## config.mk

```make
export PLATFORM = sky130hd
export DESIGN_NAME = postfix_stack_evaluator_core_flat
export DESIGN_NICKNAME = d
export VERILOG_FILES = /design/src/hw/rtl/pse_pkg.sv /design/src/hw/rtl/pse_if.sv /design/src/hw/rtl/pse_alu.sv /design/src/hw/rtl/pse_datapath.sv /design/src/hw/rtl/pse_controller.sv /design/src/hw/rtl/postfix_stack_evaluator_core.sv /design/src/flat_wrapper.sv
export VERILOG_INCLUDE_DIRS = /design/src /design/src/hw/rtl
export SDC_FILE = /design/constraint.sdc
export NUM_CORES = 2
export LEC_CHECK = 0
export BUFFER_PORTS_ARGS = -buffer_cell sky130_fd_sc_hd__buf_2
export CORE_AREA = 3 3 276 278
export DETAILED_ROUTE_END_ITERATION = 10
export DIE_AREA = 0 0 279 281
export MAX_ROUTING_LAYER = met4
export PLACE_DENSITY = 0.7
export SYNTH_ARGS = -nofsm -noshare
export SYNTH_HDL_FRONTEND = slang
export SYNTH_SLANG_ARGS = --single-unit
```

## constraint.sdc

```tcl
create_clock -name clk_i -period 17.25 [get_ports clk_i]
set_clock_uncertainty 0.2 [all_clocks]
set_input_delay 1.725 -clock clk_i [delete_from_list [all_inputs] [get_ports clk_i]]
set_output_delay 1.725 -clock clk_i [all_outputs]
set_load 0.05 [all_outputs]
```

## src/hw/rtl/postfix_stack_evaluator_core_defines.svh

```systemverilog
// Assertion macros for the postfix stack evaluator RTL.
`ifndef POSTFIX_STACK_EVALUATOR_CORE_DEFINES_SVH
`define POSTFIX_STACK_EVALUATOR_CORE_DEFINES_SVH

// Same-cycle implication, sampled on clk_i and disabled while rst_ni is low.
// Next-cycle implication, sampled on clk_i and disabled while rst_ni is low.
`ifndef NO_ASSERTIONS
`define PSE_ASSERT_IMP(lbl, ante, cons) \
  lbl: assert property (@(posedge clk_i) disable iff (!rst_ni) (ante) |-> (cons)) \
    else $error("postfix evaluator: same-cycle check failed");
`define PSE_ASSERT_NEXT(lbl, ante, cons) \
  lbl: assert property (@(posedge clk_i) disable iff (!rst_ni) (ante) |=> (cons)) \
    else $error("postfix evaluator: next-cycle check failed");
`else
`define PSE_ASSERT_IMP(lbl, ante, cons)
`define PSE_ASSERT_NEXT(lbl, ante, cons)
`endif

`endif

```

## src/hw/rtl/pse_pkg.sv

```systemverilog
// Shared types and constants of the postfix stack evaluator.
`timescale 1ns / 1ps

package pse_pkg;

  localparam int SymWidth      = 8;
  localparam int ValueOutWidth = 32;
  localparam int StatusWidth   = 3;

  localparam logic [SymWidth-1:0] SymEnd  = 8'h24;  // '$'
  localparam logic [SymWidth-1:0] SymZero = 8'h30;  // '0'
  localparam logic [SymWidth-1:0] SymNine = 8'h39;  // '9'
  localparam logic [SymWidth-1:0] SymAdd  = 8'h2B;  // '+'
  localparam logic [SymWidth-1:0] SymSub  = 8'h2D;  // '-'
  localparam logic [SymWidth-1:0] SymMul  = 8'h2A;  // '*'

  typedef enum logic [StatusWidth-1:0] {
    ST_OK        = 3'd0,
    ST_UNDERFLOW = 3'd1,
    ST_OVERFLOW  = 3'd2,
    ST_DIVZERO   = 3'd3,
    ST_EMPTY     = 3'd4
  } status_e;

  typedef enum logic [1:0] {
    ALU_ADD,
    ALU_SUB,
    ALU_MUL,
    ALU_DIV
  } alu_op_e;

  typedef enum logic [2:0] {
    S_IDLE,
    S_DISPATCH,
    S_END_READ,
    S_EMIT,
    S_OP_READ_R,
    S_OP_READ_L,
    S_OP_EXEC,
    S_OP_WAIT
  } ctrl_state_e;

  // Commands from the controller to the datapath.
  typedef struct packed {
    logic    load_sym;
    logic    push_digit;
    logic    raise_err;
    status_e err_code;
    logic    rd_top;
    logic    rd_next;
    logic    cap_right;
    logic    cap_left;
    logic    alu_start;
    logic    write_result;
    logic    emit;
  } pse_cmd_t;

  // Status from the datapath to the controller.
  typedef struct packed {
    logic is_digit;
    logic is_end;
    logic sp_empty;
    logic sp_lt2;
    logic sp_full;
    logic out_free;
    logic alu_done;
  } pse_status_t;

endpackage

```

## src/hw/rtl/pse_if.sv

```systemverilog
// Valid/ready channel interfaces for symbols in and results out.
`timescale 1ns / 1ps

interface pse_sym_if import pse_pkg::*; ();
  logic                valid;
  logic                ready;
  logic [SymWidth-1:0] symbol;

  modport source (output valid, output symbol, input ready);
  modport sink   (input valid, input symbol, output ready);
endinterface

interface pse_res_if import pse_pkg::*; ();
  logic                          valid;
  logic                          ready;
  logic signed [ValueOutWidth-1:0] value;
  logic [StatusWidth-1:0]        status;

  modport source (output valid, output value, output status, input ready);
  modport sink   (input valid, input value, input status, output ready);
endinterface

```

## src/hw/rtl/pse_alu.sv

```systemverilog
// Arithmetic unit: registered add/subtract, shift-add multiply, restoring divide.
`timescale 1ns / 1ps

module pse_alu import pse_pkg::*; #(
  parameter int unsigned VALUE_WIDTH = 32
) (
  input  logic                   clk_i,
  input  logic                   rst_ni,
  input  logic                   start_i,
  input  alu_op_e                op_i,
  input  logic [VALUE_WIDTH-1:0] a_i,
  input  logic [VALUE_WIDTH-1:0] b_i,
  output logic                   done_o,
  output logic [VALUE_WIDTH-1:0] result_o,
  output logic                   div_zero_o
);

  localparam int CntWidth = $clog2(VALUE_WIDTH + 1);

  logic                   busy_q, fin_q, done_q, dz_q, neg_q;
  alu_op_e                op_q;
  logic [CntWidth-1:0]    cnt_q;
  logic [VALUE_WIDTH-1:0] result_q, mcand_q, mplier_q, quo_q, dvsr_q, rem_q;

  logic [VALUE_WIDTH-1:0] mag_a, mag_b;
  logic [VALUE_WIDTH:0]   rem_sh;
  logic [VALUE_WIDTH+1:0] diff;
  logic                   ge;

  assign mag_a  = a_i[VALUE_WIDTH-1] ? (~a_i + 1'b1) : a_i;
  assign mag_b  = b_i[VALUE_WIDTH-1] ? (~b_i + 1'b1) : b_i;
  assign rem_sh = {rem_q, quo_q[VALUE_WIDTH-1]};
  assign diff   = {1'b0, rem_sh} - {2'b00, dvsr_q};
  assign ge     = ~diff[VALUE_WIDTH+1];

  always_ff @(posedge clk_i or negedge rst_ni) begin
    if (!rst_ni) begin
      busy_q <= 1'b0;
      fin_q  <= 1'b0;
      done_q <= 1'b0;
    end else begin
      done_q <= 1'b0;
      if (start_i) begin
        if (op_i == ALU_MUL || (op_i == ALU_DIV && b_i != '0)) begin
          busy_q <= 1'b1;
        end else begin
          done_q <= 1'b1;
        end
      end else if (busy_q && cnt_q == CntWidth'(1)) begin
        busy_q <= 1'b0;
        if (op_q == ALU_DIV) begin
          fin_q <= 1'b1;
        end else begin
          done_q <= 1'b1;
        end
      end else if (fin_q) begin
        fin_q  <= 1'b0;
        done_q <= 1'b1;
      end
    end
  end

  always_ff @(posedge clk_i) begin
    if (start_i) begin
      op_q     <= op_i;
      dz_q     <= 1'b0;
      cnt_q    <= CntWidth'(VALUE_WIDTH);
      mcand_q  <= a_i;
      mplier_q <= b_i;
      rem_q    <= '0;
      quo_q    <= mag_a;
      dvsr_q   <= mag_b;
      neg_q    <= a_i[VALUE_WIDTH-1] ^ b_i[VALUE_WIDTH-1];
      case (op_i)
        ALU_ADD: result_q <= a_i + b_i;
        ALU_SUB: result_q <= a_i - b_i;
        ALU_MUL: result_q <= '0;
        default: begin
          result_q <= '0;
          dz_q     <= (b_i == '0);
        end
      endcase
    end else if (busy_q) begin
      cnt_q <= cnt_q - CntWidth'(1);
      if (op_q == ALU_MUL) begin
        if (mplier_q[0]) begin
          result_q <= result_q + mcand_q;
        end
        mcand_q  <= {mcand_q[VALUE_WIDTH-2:0], 1'b0};
        mplier_q <= {1'b0, mplier_q[VALUE_WIDTH-1:1]};
      end else begin
        rem_q <= ge ? diff[VALUE_WIDTH-1:0] : rem_sh[VALUE_WIDTH-1:0];
        quo_q <= {quo_q[VALUE_WIDTH-2:0], ge};
      end
    end else if (fin_q) begin
      result_q <= neg_q ? (~quo_q + 1'b1) : quo_q;
    end
  end

  assign done_o     = done_q;
  assign result_o   = result_q;
  assign div_zero_o = dz_q;

endmodule

```

## src/hw/rtl/pse_datapath.sv

```systemverilog
// Datapath: operand stack memory, stack pointer, sticky error and result register.
`timescale 1ns / 1ps

module pse_datapath import pse_pkg::*; #(
  parameter int unsigned STACK_DEPTH = 16,
  parameter int unsigned VALUE_WIDTH = 32
) (
  input  logic                            clk_i,
  input  logic                            rst_ni,
  input  logic [SymWidth-1:0]             sym_i,
  input  pse_cmd_t                        cmd_i,
  output pse_status_t                     status_o,
  input  logic                            out_ready_i,
  output logic                            out_valid_o,
  output logic signed [ValueOutWidth-1:0] out_value_o,
  output logic [StatusWidth-1:0]          out_status_o
);

  localparam int AddrWidth = $clog2(STACK_DEPTH);
  localparam int SpWidth   = $clog2(STACK_DEPTH + 1);

  logic [VALUE_WIDTH-1:0] mem [STACK_DEPTH];
  logic [VALUE_WIDTH-1:0] rd_data_q, right_q, left_q;
  logic [SymWidth-1:0]    sym_q;
  logic [SpWidth-1:0]     sp_q, sp_m1, sp_m2;
  status_e                err_q;

  logic                   out_valid_q;
  logic [ValueOutWidth-1:0] out_value_q;
  status_e                out_status_q;

  logic                   wr_en, rd_en;
  logic [AddrWidth-1:0]   wr_addr, rd_addr;
  logic [VALUE_WIDTH-1:0] wr_data, digit_val;
  logic [SymWidth-1:0]    digit_raw;
  alu_op_e                alu_op;
  logic                   alu_done, alu_dz;
  logic [VALUE_WIDTH-1:0] alu_result;
  logic [VALUE_WIDTH+ValueOutWidth-1:0] top_ext;

  assign sp_m1 = sp_q - SpWidth'(1);
  assign sp_m2 = sp_q - SpWidth'(2);

  assign digit_raw = sym_q - SymZero;
  assign digit_val = VALUE_WIDTH'(digit_raw[3:0]);

  always_comb begin
    case (sym_q)
      SymAdd:  alu_op = ALU_ADD;
      SymSub:  alu_op = ALU_SUB;
      SymMul:  alu_op = ALU_MUL;
      default: alu_op = ALU_DIV;
    endcase
  end

  // Pushed digits land at the pointer, operator results where the left operand was.
  assign wr_en   = cmd_i.push_digit | cmd_i.write_result;
  assign wr_addr = cmd_i.push_digit ? sp_q[AddrWidth-1:0] : sp_m2[AddrWidth-1:0];
  assign wr_data = cmd_i.push_digit ? digit_val : alu_result;
  assign rd_en   = cmd_i.rd_top | cmd_i.rd_next;
  assign rd_addr = cmd_i.rd_next ? sp_m2[AddrWidth-1:0] : sp_m1[AddrWidth-1:0];

  always_ff @(posedge clk_i) begin
    if (wr_en) begin
      mem[wr_addr] <= wr_data;
    end
    if (rd_en) begin
      rd_data_q <= mem[rd_addr];
    end
  end

  always_ff @(posedge clk_i) begin
    if (cmd_i.load_sym) begin
      sym_q <= sym_i;
    end
    if (cmd_i.cap_right) begin
      right_q <= rd_data_q;
    end
    if (cmd_i.cap_left) begin
      left_q <= rd_data_q;
    end
  end

  always_ff @(posedge clk_i or negedge rst_ni) begin
    if (!rst_ni) begin
      sp_q  <= '0;
      err_q <= ST_OK;
    end else if (cmd_i.emit) begin
      sp_q  <= '0;
      err_q <= ST_OK;
    end else begin
      if (cmd_i.push_digit) begin
        sp_q <= sp_q + SpWidth'(1);
      end else if (cmd_i.write_result) begin
        sp_q <= sp_m1;
      end
      if (err_q == ST_OK) begin
        if (cmd_i.raise_err) begin
          err_q <= cmd_i.err_code;
        end else if (cmd_i.write_result && alu_dz) begin
          err_q <= ST_DIVZERO;
        end
      end
    end
  end

  pse_alu #(
    .VALUE_WIDTH(VALUE_WIDTH)
  ) u_alu (
    .clk_i     (clk_i),
    .rst_ni    (rst_ni),
    .start_i   (cmd_i.alu_start),
    .op_i      (alu_op),
    .a_i       (left_q),
    .b_i       (right_q),
    .done_o    (alu_done),
    .result_o  (alu_result),
    .div_zero_o(alu_dz)
  );

  // Sign-extend the stack entry, then keep the low bits of the result field.
  assign top_ext = {{ValueOutWidth{rd_data_q[VALUE_WIDTH-1]}}, rd_data_q};

  always_ff @(posedge clk_i or negedge rst_ni) begin
    if (!rst_ni) begin
      out_valid_q <= 1'b0;
    end else if (cmd_i.emit) begin
      out_valid_q <= 1'b1;
    end else if (out_ready_i) begin
      out_valid_q <= 1'b0;
    end
  end

  always_ff @(posedge clk_i) begin
    if (cmd_i.emit) begin
      if (sp_q == '0) begin
        out_value_q  <= '0;
        out_status_q <= (err_q != ST_OK) ? err_q : ST_EMPTY;
      end else begin
        out_value_q  <= top_ext[ValueOutWidth-1:0];
        out_status_q <= err_q;
      end
    end
  end

  always_comb begin
    status_o.is_digit = sym_q inside {[SymZero:SymNine]};
    status_o.is_end   = (sym_q == SymEnd);
    status_o.sp_empty = (sp_q == '0);
    status_o.sp_lt2   = (sp_q < SpWidth'(2));
    status_o.sp_full  = (sp_q == SpWidth'(STACK_DEPTH));
    status_o.out_free = ~out_valid_q | out_ready_i;
    status_o.alu_done = alu_done;
  end

  assign out_valid_o  = out_valid_q;
  assign out_value_o  = out_value_q;
  assign out_status_o = out_status_q;

endmodule

```

## src/hw/rtl/pse_controller.sv

```systemverilog
// Controller: sequences stack reads, arithmetic and result emission per symbol.
`timescale 1ns / 1ps

module pse_controller import pse_pkg::*; (
  input  logic        clk_i,
  input  logic        rst_ni,
  input  logic        in_valid_i,
  output logic        in_ready_o,
  input  pse_status_t status_i,
  output pse_cmd_t    cmd_o
);

  ctrl_state_e state_q, state_d;

  always_ff @(posedge clk_i or negedge rst_ni) begin
    if (!rst_ni) begin
      state_q <= S_IDLE;
    end else begin
      state_q <= state_d;
    end
  end

  always_comb begin
    state_d    = state_q;
    in_ready_o = 1'b0;
    cmd_o      = '0;
    case (state_q)
      S_IDLE: begin
        in_ready_o = 1'b1;
        if (in_valid_i) begin
          cmd_o.load_sym = 1'b1;
          state_d        = S_DISPATCH;
        end
      end
      S_DISPATCH: begin
        if (status_i.is_digit) begin
          if (status_i.sp_full) begin
            cmd_o.raise_err = 1'b1;
            cmd_o.err_code  = ST_OVERFLOW;
          end else begin
            cmd_o.push_digit = 1'b1;
          end
          state_d = S_IDLE;
        end else if (status_i.is_end) begin
          if (status_i.sp_empty) begin
            state_d = S_EMIT;
          end else begin
            cmd_o.rd_top = 1'b1;
            state_d      = S_END_READ;
          end
        end else if (status_i.sp_lt2) begin
          cmd_o.raise_err = 1'b1;
          cmd_o.err_code  = ST_UNDERFLOW;
          state_d         = S_IDLE;
        end else begin
          cmd_o.rd_top = 1'b1;
          state_d      = S_OP_READ_R;
        end
      end
      S_END_READ: begin
        state_d = S_EMIT;
      end
      S_EMIT: begin
        if (status_i.out_free) begin
          cmd_o.emit = 1'b1;
          state_d    = S_IDLE;
        end
      end
      S_OP_READ_R: begin
        cmd_o.cap_right = 1'b1;
        cmd_o.rd_next   = 1'b1;
        state_d         = S_OP_READ_L;
      end
      S_OP_READ_L: begin
        cmd_o.cap_left = 1'b1;
        state_d        = S_OP_EXEC;
      end
      S_OP_EXEC: begin
        cmd_o.alu_start = 1'b1;
        state_d         = S_OP_WAIT;
      end
      S_OP_WAIT: begin
        if (status_i.alu_done) begin
          cmd_o.write_result = 1'b1;
          state_d            = S_IDLE;
        end
      end
      default: begin
        state_d = S_IDLE;
      end
    endcase
  end

endmodule

```

## src/hw/rtl/postfix_stack_evaluator_core.sv

```systemverilog
// Postfix stack evaluator top level: one symbol beat in, one result beat per '$'.
// A digit or an operator short of operands is settled at dispatch. '+', '-' and a divide by
// zero skip the iteration of the one-bit-per-cycle ALU, which '*' and a nonzero divide use.
// Symbols are taken one at a time; a '$' also waits while the output register holds an
// unaccepted result.
// Reset (rst_ni low, asynchronous) empties the stack, clears the error and drops the output.
`timescale 1ns / 1ps
`include "postfix_stack_evaluator_core_defines.svh"

module postfix_stack_evaluator_core import pse_pkg::*; #(
  parameter int unsigned STACK_DEPTH = 16,
  parameter int unsigned VALUE_WIDTH = 32
) (
  input logic      clk_i,
  input logic      rst_ni,
  pse_sym_if.sink  sym_i,
  pse_res_if.source res_o
);

  // The controller and datapath talk only through these two structs. The
  // controller owns the input handshake; the datapath owns the output
  // register, so a finished result never blocks the next symbol beat unless
  // that symbol is itself another '$'.
  pse_cmd_t    ctrl_cmd;
  pse_status_t dp_status;

  pse_controller u_ctrl (
    .clk_i     (clk_i),
    .rst_ni    (rst_ni),
    .in_valid_i(sym_i.valid),
    .in_ready_o(sym_i.ready),
    .status_i  (dp_status),
    .cmd_o     (ctrl_cmd)
  );

  // The stack is a single-port-read memory, so an operator reads its right
  // operand and then its left one on consecutive cycles before the ALU starts.
  pse_datapath #(
    .STACK_DEPTH(STACK_DEPTH),
    .VALUE_WIDTH(VALUE_WIDTH)
  ) u_dp (
    .clk_i       (clk_i),
    .rst_ni      (rst_ni),
    .sym_i       (sym_i.symbol),
    .cmd_i       (ctrl_cmd),
    .status_o    (dp_status),
    .out_ready_i (res_o.ready),
    .out_valid_o (res_o.valid),
    .out_value_o (res_o.value),
    .out_status_o(res_o.status)
  );

  // A result is only loaded when the output register is free or draining.
  `PSE_ASSERT_IMP(a_emit_slot_free, ctrl_cmd.emit, dp_status.out_free)
  // A digit is never written past the last stack entry.
  `PSE_ASSERT_IMP(a_push_not_full, ctrl_cmd.push_digit, !dp_status.sp_full)
  // Loading a result always presents it on the next cycle.
  `PSE_ASSERT_NEXT(a_emit_shows_result, ctrl_cmd.emit, res_o.valid)
  // After a symbol beat the controller is busy decoding it.
  `PSE_ASSERT_NEXT(a_symbol_busy, sym_i.valid && sym_i.ready, !sym_i.ready)

endmodule
```

## src/flat_wrapper.sv

```systemverilog
// flat-port wrapper written by rule: the top's interface ports become plain ports
module postfix_stack_evaluator_core_flat import pse_pkg::*;
#(
  parameter int unsigned STACK_DEPTH = 16,
  parameter int unsigned VALUE_WIDTH = 32
)
  (clk_i, rst_ni, sym_i_valid, sym_i_symbol, sym_i_ready, res_o_valid, res_o_value, res_o_status, res_o_ready);
  pse_sym_if sym_i_i ();
  pse_res_if res_o_i ();
  input logic clk_i;
  input logic rst_ni;
  input wire logic [$bits(sym_i_i.valid)-1:0] sym_i_valid;
  input wire logic [$bits(sym_i_i.symbol)-1:0] sym_i_symbol;
  output wire logic [$bits(sym_i_i.ready)-1:0] sym_i_ready;
  output wire logic [$bits(res_o_i.valid)-1:0] res_o_valid;
  output wire logic [$bits(res_o_i.value)-1:0] res_o_value;
  output wire logic [$bits(res_o_i.status)-1:0] res_o_status;
  input wire logic [$bits(res_o_i.ready)-1:0] res_o_ready;
  assign sym_i_i.valid = sym_i_valid;
  assign sym_i_i.symbol = sym_i_symbol;
  assign sym_i_ready = sym_i_i.ready;
  assign res_o_valid = res_o_i.valid;
  assign res_o_value = res_o_i.value;
  assign res_o_status = res_o_i.status;
  assign res_o_i.ready = res_o_ready;
  postfix_stack_evaluator_core #(.STACK_DEPTH(STACK_DEPTH), .VALUE_WIDTH(VALUE_WIDTH)) u_core (.clk_i(clk_i), .rst_ni(rst_ni), .sym_i(sym_i_i), .res_o(res_o_i));
endmodule
```

==> results.md <==
* Outcome: complete, no violations
* Die height at 281 um
* Critical path launch point type: flop
* Synth Area per Inst at 13.6 um^2
* Top cell type's share of synthesized area at 60.6%
* Critical-path cell list: inv_1, ha_1, nor3b_1, nand3_1, o41ai_1, xor2_1, ha_1, a21oi_1, o21bai_1, or3b_2, o21ai_0, a221oi_1, a221oi_1, a21oi_1, a211oi_1, xor2_1, o22ai_1
* Final non-filler cell total at 4,053
* Vias in the first global route at 24,400
* Cell with the most instances after synthesis: edfxtp_1
* Internal at 5700 uW
* Max Clk Rate at 172 MHz
* Post-Syn Area at 40,400 um^2
* Commonest cells in the netlist: 815 x edfxtp_1, 364 x nand2_1, 168 x a21oi_1, 168 x nor2_1, 138 x o21ai_0
* Clock latency on the worst-skew pair at 0.64 ns
* Synth Area in Adders at 3.37%
* Grt total ovfl at 0
* I/O pin total at 49
* Max VDD drop at 0.183 mV
* Via density at 6.09
* Critical path required time at 17.37 ns
* Initial antenna violation count at 4
* Clock power share at 19.7%
* GRT Total Usage at 25.1%
* Sw Ratio at 38.1%
* Root buf cell: clkbuf_16
* Post-synth cell types at 74
* Compound-Gate Fraction of Synth Area at 9.08%
* Sequential group share of total power at 37.8%
* Share of layout cells above drive strength 1 at 12.3%
* First-pass GRT wire length at 146,000 um
* Simple-gate area share of the yosys netlist at 9.46%
* Mux cell area share after synthesis at 8.30%
* CP delay by family, top: compound AO/OA/AOI/OAI gates
* MaxCap Viol Count at 0
* Cts bufs inserted at 89
* CTS max path bufs at 3
* Post-DP HPWL at 58,500 um
* Final instance area at 44,600 um^2
* Largest cells by area after synthesis: edfxtp_1 61%, mux4_2 7.1%, nand2_1 3.4%, ha_1 3.2%, xor2_1 2.6%
* Post-synth EDFFs at 815
* Slowest stage delay, CP at 0.55 ns
* FF+latch count, synth at 867
* Via count at 24,700
* CTS sink count at 867
* HP Class: reg2reg
* Setup repair bufs after CTS at 0
* NumNets Final at 3,131
* Primary FF master, synth: edfxtp_1
* Crit path kind: reg2reg
* Num rows at 100
* Starting density of the core at 54.4%
* Placed cell count at 3,890
* CP bufs+invs at 1
* Post-cts resize count at 0
* CTS tree: built
* Final Hold Fails at 0
* Area leader, netlist: edfxtp_1
* Async SR Flop Fraction at 1.61%
* Final WL at 94,900 um
* Slowest CP cell: a221oi_1
* Crit path arrival time at 5.94 ns
* Unrepaired setup endpoints after global routing: no
* Residual DRC at 0
* Max-slew violations at 0
* Area post-placement at 41,900 um^2
* CP endpoint kind: flop
* Least-Margin Pin Slew at 1.12 ns
* IO Port Bufs at 48
* Tot Pwr at 9220 uW
* Logic gate share of total power at 42.5%
* Core area at 74,200 um^2
* Slew headroom at 24.9%
* Wire per inst at 23.4 um
* Final hold slack at 0.271 ns
* Antenna viol nets, final at 0
* Pin count of the biggest net entering global routing at 129
* Lkg Pwr at 0.0159 uW
* Final min period at 5.82 ns
* Synth Net Count at 3,094
* Sequential fraction of the synthesis area at 63.3%
* Final number of setup-violating endpoints at 0
* Cells after Synth at 2,975
* Pwr Density at 207 nW/um^2
* Net Switching at 3520 uW
* Synthesis-to-finish area growth at 10.4%
* H-tree Lvls at 3
* Clk pin slew, worst setup/hold paths at 0.06 ns
* Final setup TNS at 0 ns
* Combinational family with the most area after synthesis: simple AND/OR/NAND/NOR gates
* Synth warnings at 0
* Die X at 279 um
* Final Cycle Share at 33.8%
* Cts hold-fix bufs at 0
* DRT Pass-1 Iters at 6
* DR iter-0 viols at 2,584
* Final Wtd Congestion at 0.889
* Critical path peak fanout at 8
* XOR/XNOR share of the synthesized area at 4.44%
* Die area at 78,400 um^2
[sequential cells by signal, summed over array words and instances (netlist names)]
name,cells
u_core.u_dp.u_alu.mcand_q,32
u_core.u_dp.u_alu.result_o,32
u_core.u_dp.u_alu.done_o,1
u_core.u_dp.u_alu.cnt_q,6
u_core.u_dp.u_alu.dvsr_q,32
u_core.u_dp.sp_q,5
u_core.u_dp.out_valid_o,1
u_core.u_ctrl.state_q,3
u_core.u_dp.sym_q,8
u_core.u_dp.u_alu.fin_q,1
u_core.u_dp.u_alu.neg_q,1
u_core.u_dp.out_value_o,32
u_core.u_dp.mem,512
u_core.u_dp.err_q,2
u_core.u_dp.left_q,32
u_core.u_dp.right_q,32
u_core.u_dp.out_status_o,3
u_core.u_dp.u_alu.div_zero_o,1
u_core.u_dp.u_alu.rem_q,32
u_core.u_dp.u_alu.busy_q,1
u_core.u_dp.u_alu.op_q,2
u_core.u_dp.u_alu.mplier_q,32
u_core.u_dp.rd_data_q,32
u_core.u_dp.u_alu.quo_q,32
[area by class of cell]
type | instances | area (um^2)
Timing Repair Buffer | 87 | 558
Sequential cell | 867 | 25600
Clock inverter | 34 | 269
Fill cell | 5581 | 29600
Inverter | 73 | 277
Multi-Input combinational cell | 1894 | 14200
Tap cell | 969 | 1210
Antenna cell | 3 | 7.51
Clock buffer | 126 | 2470
[cell usage in the layout (no fill, tap or decap), types with 14 or more instances in the layout]
| cell type | count |
|---|---|
| a211oi_1 | 62 |
| a21o_1 | 47 |
| a21oi_1 | 167 |
| a31oi_1 | 15 |
| and2_1 | 40 |
| buf_2 | 48 |
| buf_4 | 37 |
| clkbuf_1 | 29 |
| clkbuf_16 | 91 |
| clkinv_1 | 14 |
| dfxtp_1 | 38 |
| edfxtp_1 | 815 |
| ha_1 | 104 |
| inv_1 | 70 |
| mux2i_1 | 45 |
| mux4_2 | 128 |
| nand2_1 | 362 |
| nand2b_1 | 35 |
| nand3_1 | 23 |
| nor2_1 | 154 |
| nor2b_1 | 77 |
| nor3_1 | 35 |
| o21a_1 | 15 |
| o21ai_0 | 136 |
| o22ai_1 | 21 |
| o31ai_1 | 28 |
| o41ai_1 | 15 |
| xnor2_1 | 85 |
| xor2_1 | 118 |
[layer usage]
layer | track usage, % | part of all wire, % | routed length [um] | vias up
met5 | - | 0 | 0 | -
met3 | 3.61 | 6.9 | 6510 | 171
met2 | 40.2 | 48 | 45800 | 905
met4 | 7.93 | 2.8 | 2620 | 0
li1 | - | - | - | 11300
met1 | 33.8 | 42 | 40000 | 12300
[power by group through the flow]
stage	logic [uW]	registers [uW]	clock network [uW]
after global placement	3780	3510	0
after CTS	3900	3480	1850
after floorplan	2950	3370	0
final	3910	3490	1820
after detailed placement	3870	3510	0
after global routing	4320	3520	1940
[cells by family after synthesis]
| group | count (synthesis) |
|---|---|
| AOI/OAI and AO/OA | 584 |
| xor gates and xnor gates | 205 |
| adders and majority gates | 107 |
| buffers and inverters | 214 |
| DFF | 867 |
| muxes | 175 |
| and+or+nand+nor | 823 |
[through the flow]
stage,util [%],worst slack [ns]
floorplan,-,11.17
global placement,56.4,11.71
detailed placement,56.4,11.50
CTS,60.1,11.48
global route,60.1,11.00
finish,60.1,11.43
[final timing paths]
check,start,end,slack (ns),cells after the start
worst max register to register,u_core.u_dp.right_q[0],u_core.u_dp.u_alu.result_o[30],11.43,17
worst min register to register,u_core.u_dp.u_alu.rem_q[0],u_core.u_dp.u_alu.rem_q[0],0.27,2
min in group asynchronous,rst_ni,u_core.u_ctrl.state_q[1],0.80,1
worst max-delay path,u_core.u_dp.right_q[0],u_core.u_dp.u_alu.result_o[30],11.43,17
worst min-delay path,u_core.u_dp.u_alu.rem_q[0],u_core.u_dp.u_alu.rem_q[0],0.27,2
max in group asynchronous,rst_ni,u_core.u_dp.u_alu.busy_q,15.77,1
[worst min-delay path: stages (launching register included)]
cell     delay (ns)
dfxtp_1        0.32
nand2_1        0.06
a21oi_1        0.05
Power figures use the tool's default switching activity.
